[src/rtl/fird_pkg.sv]
package fird_pkg;

    // field widths
    localparam int SAMPLE_W = 16;
    localparam int COEF_W   = 18;
    localparam int IDX_W    = 7;
    localparam int DECIM_W  = 7;
    localparam int PHASE_W  = 6;
    localparam int PROD_W   = SAMPLE_W + COEF_W;

    // decimation limits
    localparam int DECIM_MAX = 64;

    // rounding of the sum of q3.31 products down to q1.15
    localparam int FRAC_SHIFT = 16;
    localparam int ROUND_HALF = 32768;
    localparam int OUT_MAX    = 32767;
    localparam int OUT_MIN_MAG = 32768;

    // item kinds carried in tuser
    localparam logic OP_SAMPLE = 1'b0;
    localparam logic OP_COEF   = 1'b1;

    typedef logic signed [SAMPLE_W-1:0] sample_t;
    typedef logic signed [COEF_W-1:0]   coef_t;

    // controls broadcast along the cell chain
    typedef struct packed {
        logic shift;   // take a new sample, oldest drops out of cell 0
        logic rotate;  // circulate sample and coefficient one cell toward cell 0
    } fird_ctl_t;

endpackage

[src/rtl/fird_cell.sv]
module fird_cell (
    input  logic               aclk,
    input  logic               aresetn,
    input  fird_pkg::fird_ctl_t ctl,
    input  logic               coef_we,
    input  fird_pkg::coef_t    coef_wdata,
    input  fird_pkg::sample_t  sample_in,
    input  fird_pkg::coef_t    coef_in,
    output fird_pkg::sample_t  sample_out,
    output fird_pkg::coef_t    coef_out
);
    import fird_pkg::*;

    sample_t sample_reg;
    coef_t   coef_reg;

    always_ff @(posedge aclk) begin
        if (!aresetn) begin
            sample_reg <= '0;
            coef_reg   <= '0;
        end else begin
            if (ctl.shift || ctl.rotate) begin
                sample_reg <= sample_in;
            end
            if (ctl.rotate) begin
                coef_reg <= coef_in;
            end else if (coef_we) begin
                coef_reg <= coef_wdata;
            end
        end
    end

    assign sample_out = sample_reg;
    assign coef_out   = coef_reg;

endmodule

[config.mk]
export PLATFORM = sky130hd
export DESIGN_NAME = fird_cell
export DESIGN_NICKNAME = d
export VERILOG_FILES = /design/src/rtl/fird_pkg.sv /design/src/rtl/fird_cell.sv
export SDC_FILE = /design/constraint.sdc
export NUM_CORES = 1
export LEC_CHECK = 0
export BUFFER_PORTS_ARGS = -buffer_cell sky130_fd_sc_hd__buf_2
export CORE_MARGIN = 4
export CORE_UTILIZATION = 44
export DETAILED_ROUTE_END_ITERATION = 16
export GPL_TIMING_DRIVEN = 0
export HOLD_SLACK_MARGIN = 0.08
export PLACE_DENSITY_LB_ADDON = 0.12
export SLEW_MARGIN = 0
export SYNTH_ARGS = -nofsm -noshare
export SYNTH_HDL_FRONTEND = slang
export SYNTH_SLANG_ARGS = --single-unit
[constraint.sdc]
create_clock -name aclk -period 1.3 [get_ports aclk]
set_input_delay 0.195 -clock aclk [delete_from_list [all_inputs] [get_ports aclk]]
set_output_delay 0.195 -clock aclk [all_outputs]
set_load 0.02 [all_outputs]
Word level (Yosys, flattened, before mapping)
Cells that the tools add are included.
{ "word_totals": {"ramBits": 0, "mem_bits_ro": 0, "regBits": 34, "latchBits": 0, "n_memories": 0, "inputBits": 57, "out_inout_bits": 34} }
{ "op_classes": {"n_eq_ne": 0, "n_shift": 0, "div_mod_pow": 0, "add_sub_neg": 0, "n_reduce_logical": 2, "magnitude_cmp": 0, "bitwise_logic": 0, "mux": 2, "multipliers": 0} }
{ "op_table": {"columns": ["operator", "n"], "rows": [
  ["$mux W18", 2],
  ["$reduce_bool A2 Y1", 1],
  ["$logic_or A1 B1 Y1", 1]
]} }

Longest topological paths before layout
{ "depth": {"ltp_word": 2, "mapped_depth": 4, "mapped_depth_nobuf": 2} }

Worst setup path before layout
Ideal clock, no wire load.
{ "synth_timing": {"path_kind": "input to register", "from": "in coef_we", "to": "reg coef_reg[10], in the netlist coef_out[10]", "cell_stages": 4, "n_path_buf": 2, "required_time_ns": 1.184, "setup_time_ns": 0.116, "slack_ns": 0.254, "arrival_time_ns": 0.930, "path_cell_list": "buf_6 buf_12 mux2_4 o211a_1"} }
{ "synth_via": {"elab_chain_len": 1} }
{ "synth_lines": {"columns": ["element", "line", "rtl"], "rows": [
  ["start: declaration", "fird_cell.sv:5", "input logic coef_we,"],
  ["$reduce_bool A2 Y1 (no source line)", null, null],
  ["end signal: assignment", "fird_cell.sv:26", "coef_reg <= coef_in;"],
  ["end signal: assignment", "fird_cell.sv:28", "coef_reg <= coef_wdata;"],
  ["end: declaration", "fird_cell.sv:15", "coef_t coef_reg;"]
]} }
Every way passes these cells.
A chain may end at the register's enable or synchronous reset.

Final worst setup path
{ "layout_timing": {"from": "reg coef_reg[8], in the netlist coef_out[8]", "to": "out coef_out[8]"} }
{ "layout_rtl": {"columns": ["element", "line", "rtl"], "rows": [
  ["end: declaration", "fird_cell.sv:10", "output fird_pkg::coef_t coef_out"]
]} }
No word-level cell between the ends.

==> impl_metrics.yaml <==
detailed_routing:
  vias: 1440
  wire_per_inst_um: 13.6
  dr.first_iter.drc_count: 77
  drt_wl_total_mm: 3.95
  dr.pass1.iters: 4
  route.detailed.drc: 0
  viasPerCell: 4.95
  ant_nets: 0
grt:
  antenna_found_initial: 0
  first_global_vias: 1470
  globalRouteOverflowTotal: 0
  grt_pass1_wl_mm: 6.57
  grt_usage_pct: 16.7
  grt_max_degree: 11
power_and_ir_drop:
  powerDensity_nw_per_um2: 1080
  leakage_nw: 1.18
  p_total_w: 0.00240
  vdd_drop_max_uv: 566
die:
  core_um2: 3470
  num_rows: 21
  fp.dieH_um: 69.1
  ios: 91
  design.die.area_um2: 4780
  die_x_um: 69.1
  start_util_pct: 47.4
synth:
  synth_top_family_by_area: "compound AO/OA/AOI/OAI gates"
  synth-simple-area-share_pct: 15.4
  syn_inst: 151
  synth_cell_types: 15
  synth_area_per_cell_um2: 10.9
  yosysSeqAreaShare_pct: 41.4
  ys_ff_latch: 34
  yosysWarnings: 0
  synth_compound_area_share_pct: 23.2
  synthesis.nets: 208
  synthXorXnorAreaFrac_pct: 0
  synth_mux_area_share_pct: 14.6
  synth_adder_area_share_pct: 0
  syn_area_um2: 1640
min_path:
  whs_path_depth: 3
  hp-start: "sample_in[2]"
  hold_class: "primary input to flop"
  holdPathEnd: "sample_out[2]$_SDFFE_PN0P_"
placed_design:
  gp_congestion: 0.767
  dp_cells: 285
  port_buffers: 88
  postPlaceCellArea_um2: 2140
  dpl.hpwl_mm: 3.00
cts:
  cts.sinks: 34
  clk_root_buffer_cell: "clkbuf_8"
  cts_setup_buffers: 0
  clk_pin_slew_ps: 60
  htreeDepth: 2
  holdBufCountCts: 0
  cts_buffers: 5
  cts_resized: 0
  clockBufferDepth: 2
  clk-insertion-delay-late_ps: 280
  cts_tree: "built"
worst_setup_path:
  crit_start: "coef_out[8]$_SDFFE_PN0P_"
  crit_chain: "buf_2"
  r2r-start: "coef_out[8]$_SDFFE_PN0P_"
  max_stage_delay_ps: 350
  startpoint_type: "flop"
  crit_path_end_kind: "primary output"
  critPathTopFamily: "flip-flops"
  crit_type: "flop to primary output"
  required_ps: 1110
  timing.rr.end: "coef_out[8]$_SDFFE_PN0P_"
  crit_arrival_ps: 790
  r2r_slack_ps: 410
  crit_path_max_fanout: 2
  cp_num_buf_inv: 1
  cp.depth: 1
  rr_worst_depth: 2
  slowest_stage: "dfxtp_1"
cells_and_area:
  num_antenna_cells: 0
  syn_to_final_growth_pct: 35.3
  n_fill_cell: 333
  layout-drive-gt1-share_pct: 48.6
  stdcell_count: 291
  layout_commonest_cell: "buf_2"
  fin_nets: 303
  final_cell_mix: "buf_2 (89), dfxtp_1 (34), nand2b_1 (18), o211a_1 (18)"
  fin_area_um2: 2220
  fin_util_pct: 64.1
sta:
  hold_viol_final: 0
  fin_setup_tns_ps: 0
  worst_pin_slew_ps: 456
  rsz0062_at_grt: "no"
  finalCriticalPeriod_ps: 988
  finalMaxSlewViolations: 0
  setup_viol: 0
  maxSlewHeadroom_pct: 69.6
  fin_skew_ps: 0
  fmax_mhz: 1010
  post-route-period-util_pct: 76.0
outcome:
  status: "complete, no violations"
job:
  drv_cap: 0
metrics by stage:
stage	setup WS, ps	hold WS (ps)
floorplan	254	348
global placement	160	462
detailed placement	171	465
CTS	303	165
global route	276	180
finish	312	173
state kept, by name, indices dropped and copies added, names as in the netlist:
| signal | flops |
|---|---|
| sample_out | 16 |
| coef_out | 18 |
final cells by class:
type / count / area [µm²] / area share [%]
buffer: 15 / 88.8 / 4.00
timing repair buffer: 88 / 440 / 19.8
multi-input combinational: 102 / 873 / 39.3
sequential: 34 / 681 / 30.6
clock buffer: 6 / 82.6 / 3.71
tap: 46 / 57.6 / 2.59
metal layers:
metal  routed length (µm)  part of all wire (%)  track usage, %  up-vias
li1                     -                     -               -      735
met1                 1790                    45            20.4      638
met2                 1700                    43            25.1       59
met3                  396                    10            8.14        8
met4                   62                   1.6            6.51        0
met5                    0                     0               0        -
worst max-delay path by stage:
stage / to
floorplan: coef_out[10]$_SDFFE_PN0P_
global placement: sample_out[10]$_SDFFE_PN0P_
detailed placement: sample_out[10]$_SDFFE_PN0P_
CTS: coef_out[8]
global route: coef_out[17]
finish: coef_out[8]
synthesized netlist by cell type:
library cell / instances / area (µm²)
dfxtp_1: 34 / 681
clkbuf_1: 8 / 30.0
mux2_4: 10 / 150
clkbuf_2: 3 / 15.0
buf_2: 1 / 5.00
a21boi_0: 2 / 15.0
mux2_2: 8 / 90.1
o211a_1: 18 / 180
a21boi_1: 14 / 105
buf_6: 1 / 11.3
nand2b_1: 18 / 113
buf_4: 1 / 7.51
o21ai_0: 16 / 80.1
buf_12: 1 / 20.0
or3b_1: 16 / 140
power by group:
| part | switching, W | total (W) | internal, W |
|---|---|---|---|
| registers | 0.0000305 | 0.00115 | 0.00112 |
| logic | 0.000252 | 0.000510 | 0.000258 |
| clock network | 0.000336 | 0.000744 | 0.000408 |
cells by family (layout without fill, tap and decap cells):
group | Yosys count | after routing
buffers and inverters | 15 | 109
AND/OR/NAND/NOR | 34 | 34
multiplexers | 18 | 18
flip-flops | 34 | 34
AO/OA/AOI/OAI | 50 | 50
No activity file was read; power rests on OpenSTA's default activity.
