## src/rtl/fird_pkg.sv

```systemverilog
package fird_pkg;

    // field widths
    localparam int SAMPLE_W = 16;
    localparam int COEF_W   = 18;
    localparam int IDX_W    = 7;
    localparam int DECIM_W  = 7;
    localparam int PHASE_W  = 6;
    localparam int PROD_W   = SAMPLE_W + COEF_W;

    // decimation limits
    localparam int DECIM_MAX = 64;

    // rounding of the sum of q3.31 products down to q1.15
    localparam int FRAC_SHIFT = 16;
    localparam int ROUND_HALF = 32768;
    localparam int OUT_MAX    = 32767;
    localparam int OUT_MIN_MAG = 32768;

    // item kinds carried in tuser
    localparam logic OP_SAMPLE = 1'b0;
    localparam logic OP_COEF   = 1'b1;

    typedef logic signed [SAMPLE_W-1:0] sample_t;
    typedef logic signed [COEF_W-1:0]   coef_t;

    // controls broadcast along the cell chain
    typedef struct packed {
        logic shift;   // take a new sample, oldest drops out of cell 0
        logic rotate;  // circulate sample and coefficient one cell toward cell 0
    } fird_ctl_t;

endpackage

```

## src/rtl/fird_mac.sv

```systemverilog
module fird_mac #(
    parameter int ACC_W = 42
) (
    input  logic              aclk,
    input  logic              aresetn,
    input  logic              clr,
    input  logic              mul_en,
    input  fird_pkg::sample_t sample,
    input  fird_pkg::coef_t   coef,
    output logic signed [fird_pkg::SAMPLE_W-1:0] result
);
    import fird_pkg::*;

    localparam logic signed [ACC_W-1:0] Q_MAX = ACC_W'(OUT_MAX);
    localparam logic signed [ACC_W-1:0] Q_MIN = -(ACC_W'(OUT_MIN_MAG));

    logic signed [PROD_W-1:0] prod_reg;
    logic signed [PROD_W-1:0] prod_next;
    logic                     prod_vld_reg;
    logic signed [ACC_W-1:0]  acc_reg;
    logic signed [ACC_W-1:0]  rnd;
    logic signed [ACC_W-1:0]  quo;

    always_comb begin
        logic signed [PROD_W-1:0] a_ext;
        logic signed [PROD_W-1:0] b_ext;
        a_ext = PROD_W'(sample);
        b_ext = PROD_W'(coef);
        prod_next = a_ext * b_ext;
    end

    always_ff @(posedge aclk) begin
        if (!aresetn) begin
            prod_vld_reg <= 1'b0;
        end else begin
            prod_vld_reg <= mul_en;
        end
    end

    always_ff @(posedge aclk) begin
        prod_reg <= prod_next;
        if (clr) begin
            acc_reg <= '0;
        end else if (prod_vld_reg) begin
            acc_reg <= acc_reg + {{(ACC_W-PROD_W){prod_reg[PROD_W-1]}}, prod_reg};
        end
    end

    // round half up, floor shift, clamp to q1.15
    assign rnd = acc_reg + ACC_W'(ROUND_HALF);
    assign quo = rnd >>> FRAC_SHIFT;

    always_comb begin
        if (quo > Q_MAX) begin
            result = SAMPLE_W'(OUT_MAX);
        end else if (quo < Q_MIN) begin
            result = Q_MIN[SAMPLE_W-1:0];
        end else begin
            result = quo[SAMPLE_W-1:0];
        end
    end

endmodule

```

## config.mk

```make
export PLATFORM = sky130hd
export DESIGN_NAME = fird_mac
export DESIGN_NICKNAME = d
export VERILOG_FILES = /design/src/rtl/fird_pkg.sv /design/src/rtl/fird_mac.sv
export SDC_FILE = /design/constraint.sdc
export NUM_CORES = 1
export LEC_CHECK = 0
export ABC_AREA = 1
export BUFFER_PORTS_ARGS = -buffer_cell sky130_fd_sc_hd__clkbuf_2
export CAP_MARGIN = 10
export CORE_UTILIZATION = 63
export DETAILED_ROUTE_END_ITERATION = 16
export PLACE_DENSITY_LB_ADDON = 0.2
export SYNTH_ARGS = -nofsm -noshare
export SYNTH_HDL_FRONTEND = slang
export SYNTH_SLANG_ARGS = --single-unit
```

## constraint.sdc

```tcl
create_clock -name aclk -period 9.9 [get_ports aclk]
set_input_delay 2.475 -clock aclk [delete_from_list [all_inputs] [get_ports aclk]]
set_output_delay 2.475 -clock aclk [all_outputs]
set_load 0.02 [all_outputs]
```

After elaboration in Yosys (flattened, before gate mapping)
Index checks and enable logic that the tools add are counted.
{"block": "op_classes", "mux": 2, "add_sub_neg": 2, "mul": 1, "magnitude_cmp": 2}
{"op": "42-bit by 17-bit adder with 42-bit output, second input constant", "count": 1}
{"op": "42-bit adder", "count": 1}
{"op": "16-bit by 18-bit multiplier with 34-bit output", "count": 1}
{"op": "16-bit two-way mux", "count": 2}
{"op": "26-bit by 16-bit greater-than comparator with 1-bit output, second input constant", "count": 1}
{"op": "26-bit by 16-bit < comparator with 1-bit output, second input constant", "count": 1}
{"block": "word_totals", "reg_bits": 77, "word_cells": 10, "in_bits": 38, "out_inout_bits": 16}

Depth between registers and ports, before layout
Gate-level depths: netlist of run 1.
{"block": "logic_depth", "word_depth": 4, "mapped_depth": 26}

Worst setup path before layout of run 1
Ideal clock, no wire load.
{"block": "synth_timing", "path_kind": "input to register", "startpoint": "input sample[6]", "endpoint": "register prod_reg[32]", "t_arrival_ns": 7.785, "path_stages": 20, "setup_slack_ns": 2.003, "n_path_buf": 2, "setup_time_ns": 0.112, "required_ns": 9.788, "cell_sequence": "clkbuf_1 clkbuf_1 nand2_1 fa_1 fa_1 inv_1 fa_1 fa_1 fa_1 inv_1 fa_1 inv_1 ha_1 a21oi_1 a21boi_0 o221ai_1 a21oi_1 nand2_1 nand2_1 nand2_1"}
{"block": "synth_between", "elab_chain_cells": 1}
{"item": "start, declared", "line": "fird_mac.sv:8", "source": "input fird_pkg::sample_t sample,"}
{"item": "16-bit by 18-bit multiplier with 34-bit output", "line": "fird_mac.sv:29", "source": "prod_next = a_ext * b_ext;"}
{"item": "via prod_next[32]", "line": "fird_mac.sv:18", "source": "logic signed [PROD_W-1:0] prod_next;"}
{"item": "end signal, assigned", "line": "fird_mac.sv:41", "source": "prod_reg <= prod_next;"}
{"item": "end, declared", "line": "fird_mac.sv:17", "source": "logic signed [PROD_W-1:0] prod_reg;"}
The timed path passes the listed nets, and every way through them passes these cells.
A chain may end at the register's enable or synchronous reset.

Worst setup path after layout of run 1
{"block": "layout_timing", "startpoint": "input sample[15]", "endpoint": "register prod_reg[33]"}
The elaborated chain is that of the path after synthesis.

==> results.py, run 1 <==
metrics = {
    "status": {
        "status": "finished clean",
    },
    "logic_synthesis": {
        "synthArstFlopShare_pct": 0,
        "syn_nets": 3042,
        "synthDistinctLibCells": 37,
        "ys_warn_count": 0,
        "netlist_instances": 2585,
        "ys_ff_latch": 77,
        "synth_area_sq_mm": 0.0178,
        "synth.most_common_cell": "inv_1",
        "netlist_top_cells_area": "fa_1 33%, inv_1 15%, nand2_1 14%",
        "synthTopCellsByCount": "695 x inv_1, 682 x nand2_1, 291 x fa_1",
        "yosysSeqAreaShare_pct": 8.65,
        "synth_edf_count": 0,
        "avgSynthCellArea_sq_um": 6.89,
        "yosysTopAreaCell": "fa_1",
        "synth_flop_cell": "dfxtp_1",
        "synth_top_area_share_pct": 32.7,
    },
    "die": {
        "die_x_um": 170,
        "rows": 61,
        "die_h_um": 170,
        "num_io_pins": 54,
        "start_util_pct": 64.1,
        "die_area_sq_mm": 0.0290,
        "coreArea_sq_mm": 0.0278,
    },
    "critical_path": {
        "max_stage_delay_ns": 0.55,
        "crit_path_top_delay_cell": "fa_1",
        "worstSetupStartpointType": "input pin",
        "path_delay_family": "adder cells",
        "crit_fanout": 19,
        "path_common_cell": "fa_1",
        "crit_chain": "clkbuf_2, clkinv_1, or2_2, fa_1, fa_1, inv_1, fa_1, fa_1, fa_1, inv_1, fa_1, inv_1, ha_1, nand2_1, nor2_1, nand2_1, o21ai_0, a21oi_1, xnor2_1",
        "arrival_ns": 8.51,
        "worst_ep_required_time_ns": 10.13,
        "end_kind": "flip-flop",
        "cp_num_buf_inv": 5,
        "critical_path_class": "in2reg",
    },
    "detailed_routing": {
        "vias": 15700,
        "wirelength_um": 47600,
        "first_pass_iters": 5,
        "drtAntennaViolNets": 0,
        "drc": 0,
        "drt-initial-drc-count": 1007,
        "wl_per_cell_um": 16.1,
        "vias_per_cell": 5.31,
    },
    "timing": {
        "rsz0062_at_grt": "false",
        "min_period_over_period_pct": 83.6,
        "worst_slew_pin_slew_ns": 1.00,
        "skew_ns": 0.0115,
        "hold_violations": 0,
        "finalSetupViolations": 0,
        "fin_crit_ns": 8.27,
        "clock.fmax_mhz": 121,
        "finalSetupTns_ns": 0,
        "slew_violations": 0,
        "max-slew-margin-rel_pct": 32.9,
    },
    "cts": {
        "cts_buffers": 9,
        "clkTransAtPathRegs_ns": 0.06,
        "cts_resized": 0,
        "cts_tree": "yes",
        "clockBufferDepth": 2,
        "cts_max_level": 3,
        "clock_latency_ns": 0.35,
        "clock-sinks": 77,
        "root_buffer": "clkbuf_16",
        "post_cts_buffers": 0,
        "cts_hold_buf": 0,
    },
    "layout": {
        "post_route_cells_drive_above_1_share_pct": 3.69,
        "largest_reg_flops": 42,
        "final_util_pct": 66.9,
        "diodes": 0,
        "nets": 3030,
        "area_growth_pct": 4.24,
    },
    "global_route": {
        "grt-ovfl-total": 0,
        "antenna_found_initial": 0,
        "grt_pass1_vias": 16000,
        "grt_pass1_wl_um": 78300,
        "grt_max_degree": 51,
        "grt.total_usage_pct": 34.8,
    },
    "placed_design": {
        "gp_congestion": 0.963,
        "io_buffers": 53,
        "dp_hpwl_um": 40200,
    },
    "run": {
        "max_cap_violations": 0,
    },
    "hold_path": {
        "min_path_type": "reg2reg",
    },
}
area by class of cell:
class                      count  area, sq um
tap                          378          473
clock inverter                 6         86.3
fill                        2558         9210
inverter                     697         2620
sequential                    77         1540
multi-input combinational   1734        13300
clock buffer                  10          239
timing repair buffer          54          273
cells by family after synthesis:
family / share of synthesized area (%)
and+or+nand+nor: 23.5
xor gates and xnor gates: 3.44
AOI/OAI and AO/OA: 6.21
adders and majority gates: 41.7
DFF: 8.65
buffers and inverters: 16.5
worst paths after layout:
check,startpoint,endpoint,slack [ns],depth (start not counted)
min,acc_reg[0],acc_reg[0],0.47,2
min reg2reg,acc_reg[0],acc_reg[0],0.47,2
max reg2reg,acc_reg[0],acc_reg[20],7.15,13
max,sample[15],prod_reg[33],1.63,19
routing by layer:
| metal | global-route usage, % | vias to the layer above | wire (um) |
|---|---|---|---|
| li1 | - | 7502 | - |
| met1 | 43.4 | 7550 | 19600 |
| met2 | 60.9 | 518 | 23400 |
| met3 | 4.26 | 123 | 2680 |
| met4 | 14.4 | 0 | 1900 |
| met5 | 0 | - | 0 |
worst reg2reg max path, cell delays in order (launching register included):
cell and delay [ns]:
dfxtp_1 0.33, ha_1 0.26, inv_1 0.09, fa_1 0.41, inv_1 0.13, nand3_1 0.08, nand2_1 0.20, a21oi_1 0.18
o21bai_1 0.48, nand2_1 0.14, nand3_1 0.10, nand3_1 0.12, nand2_1 0.10, inv_1 0.04
layout by cell type (no fill, tap or decap), drive strengths merged:
cell / synthesis / routed
a31oi: 1 / 1
o21a: 1 / 1
bufinv: 0 / 2
ha: 128 / 128
and2: 2 / 2
clkbuf: 72 / 63
clkinvlp: 0 / 1
a21boi: 5 / 5
o221ai: 4 / 4
a21oi: 102 / 102
nor3b: 1 / 1
inv: 695 / 695
o21bai: 12 / 12
dfxtp: 77 / 77
o211ai: 1 / 1
fa: 291 / 291
xnor2: 21 / 21
nand4: 21 / 21
nor4: 1 / 1
nand3: 84 / 84
buf: 5 / 1
clkinv: 2 / 5
xor2: 49 / 49
o21ai: 69 / 69
nand2: 690 / 690
a211oi: 1 / 1
a21o: 8 / 8
nor3: 14 / 14
nand3b: 1 / 1
nor2: 222 / 222
or2: 5 / 5
per-stage QoR:
stage | hold WS, ns | setup slack, ns | area (sq um) | cells
after floorplan | 0.445 | 2.00 | 17800 | 2585
after global placement | 0.451 | 1.29 | 18200 | 2940
after detailed placement | 0.467 | 1.24 | 18200 | 2940
after CTS | 0.474 | 1.60 | 18600 | 2956
after global routing | 0.509 | 1.28 | 18600 | 2956
final | 0.470 | 1.63 | 18600 | 2956
Power of run 1 is not shown: default switching activity piles up to over one toggle a cycle in this logic, so the estimate is an artifact.
==> run 2, diff against run 1 <==
Clock period 9.9 ns to 7.67 ns, I/O delays scaled along.
==> results.py, run 2 (synthesized netlist as in run 1, its figures left out) <==
metrics = {
    "critical_path": {
        "worstSetupStartpointType": "input pin",
        "critical_path_class": "in2reg",
        "arrival_ns": 7.67,
        "worst_ep_required_time_ns": 7.91,
        "end_kind": "flip-flop",
        "crit_fanout": 16,
    },
    "layout": {
        "final_common_cell": "inv_1",
        "nets": 3057,
        "post_route_cells_drive_above_1_share_pct": 4.84,
        "area_growth_pct": 5.37,
        "layout_common_cells": "694 x inv_1, 680 x nand2_1, 291 x fa_1",
        "diodes": 0,
        "largest_reg_flops": 42,
    },
    "placed_design": {
        "gp_congestion": 0.966,
        "dp_hpwl_um": 41100,
        "io_buffers": 53,
    },
    "global_route": {
        "grt_max_degree": 51,
        "antenna_found_initial": 0,
        "grt.total_usage_pct": 34.9,
        "grt-ovfl-total": 0,
        "grt_pass1_wl_um": 78600,
        "grt_pass1_vias": 16200,
    },
    "detailed_routing": {
        "wl_per_cell_um": 16.0,
        "drc": 0,
        "wirelength_um": 47800,
        "first_pass_iters": 6,
        "drt-initial-drc-count": 962,
        "vias": 15600,
        "drtAntennaViolNets": 0,
        "vias_per_cell": 5.24,
    },
    "cts": {
        "clock_latency_ns": 0.34,
        "cts_buffers": 9,
        "cts_max_level": 3,
        "cts_hold_buf": 0,
        "root_buffer": "clkbuf_16",
        "clock-sinks": 77,
        "cts_tree": "yes",
        "clkTransAtPathRegs_ns": 0.06,
        "clockBufferDepth": 2,
    },
    "die": {
        "rows": 61,
        "num_io_pins": 54,
        "die_area_sq_mm": 0.0290,
        "coreArea_sq_mm": 0.0278,
        "die_h_um": 170,
        "die_x_um": 170,
        "start_util_pct": 64.1,
    },
    "run": {
        "max_cap_violations": 0,
    },
    "timing": {
        "worst_slew_pin_slew_ns": 1.09,
        "skew_ns": 0.00631,
        "max-slew-margin-rel_pct": 27.6,
        "hold_violations": 0,
        "fin_crit_ns": 7.43,
        "min_period_over_period_pct": 96.8,
        "slew_violations": 0,
        "worst_hold_slack_ns": 0.471,
        "clock.fmax_mhz": 135,
        "finalSetupViolations": 0,
    },
    "hold_path": {
        "min_path_type": "reg2reg",
    },
    "status": {
        "status": "finished clean",
    },
}
==> run 2: cell types whose count changed in the layout (fill, tap and decap cells not counted), sizes merged <==
cell	delta
buf	+29
clkbuf	-2
clkinvlp	+2
bufinv	-1
clkinv	-1
==> run 2: routing by layer <==
| layer | wire length [um] | GRT usage, % | vias to the layer above |
|---|---|---|---|
| li1 | - | - | 7557 |
| met1 | 19800 | 42.4 | 7519 |
| met3 | 2280 | 4.14 | 100 |
| met5 | 0 | 0 | - |
| met4 | 1780 | 13.2 | 0 |
| met2 | 23900 | 63.0 | 464 |
==> run 2: path summary, 6_finish.rpt <==
path                   start            to  slack, ns  cells after the start
setup / recovery    coef[17]  prod_reg[32]       0.24                     23
hold / removal    acc_reg[0]    acc_reg[0]       0.47                      2
setup reg to reg  acc_reg[0]   acc_reg[32]       4.85                     13
hold reg to reg   acc_reg[0]    acc_reg[0]       0.47                      2
==> run 2: worst max-delay path, cell delays in order <==
cell and delay [ns]:
buf_2 0.22, nand2_1 0.13, inv_1 0.06, fa_1 0.54
inv_1 0.10, fa_1 0.64, clkinvlp_4 0.23, buf_4 0.20
fa_1 0.55, fa_1 0.45, fa_1 0.55, inv_1 0.05
fa_1 0.53, inv_1 0.04, ha_1 0.35, nand2_1 0.08
nand2_1 0.06, a21boi_0 0.36, o221ai_1 0.18, a21oi_1 0.21
nand2_1 0.08, nand2_1 0.06, nand2_1 0.04
==> run 2: repair_timing <==
action                                  in CTS  in global routing
gates resized for setup                      0                  6
endpoints found under the setup margin       0                  4
setup buffers                                0                  4
hold endpoints to repair                     0                  0
==> run 2: layout make-up <==
type,instances,area [sq um]
Multi-Input combinational cell,1734,13400
Clock buffer,10,239
Clock inverter,6,71.3
Sequential cell,77,1540
Timing Repair Buffer,81,475
Tap cell,378,473
Fill cell,2555,9010
Inverter,697,2620
==> run 2: stage by stage <==
stage	util [%]	cell area [sq um]	setup TNS, ns	cells	worst slack, ns
floorplan	-	17800	0	2585	0.331
finish	67.6	18800	0	2983	0.242
detailed placement	66.3	18400	-0.517	2963	-0.213
global route	67.6	18800	-0.0242	2983	-0.0145
CTS	67.4	18700	0	2979	0.134
global placement	66.3	18400	-0.250	2963	-0.172
Power of run 2 is left out for the same reason.
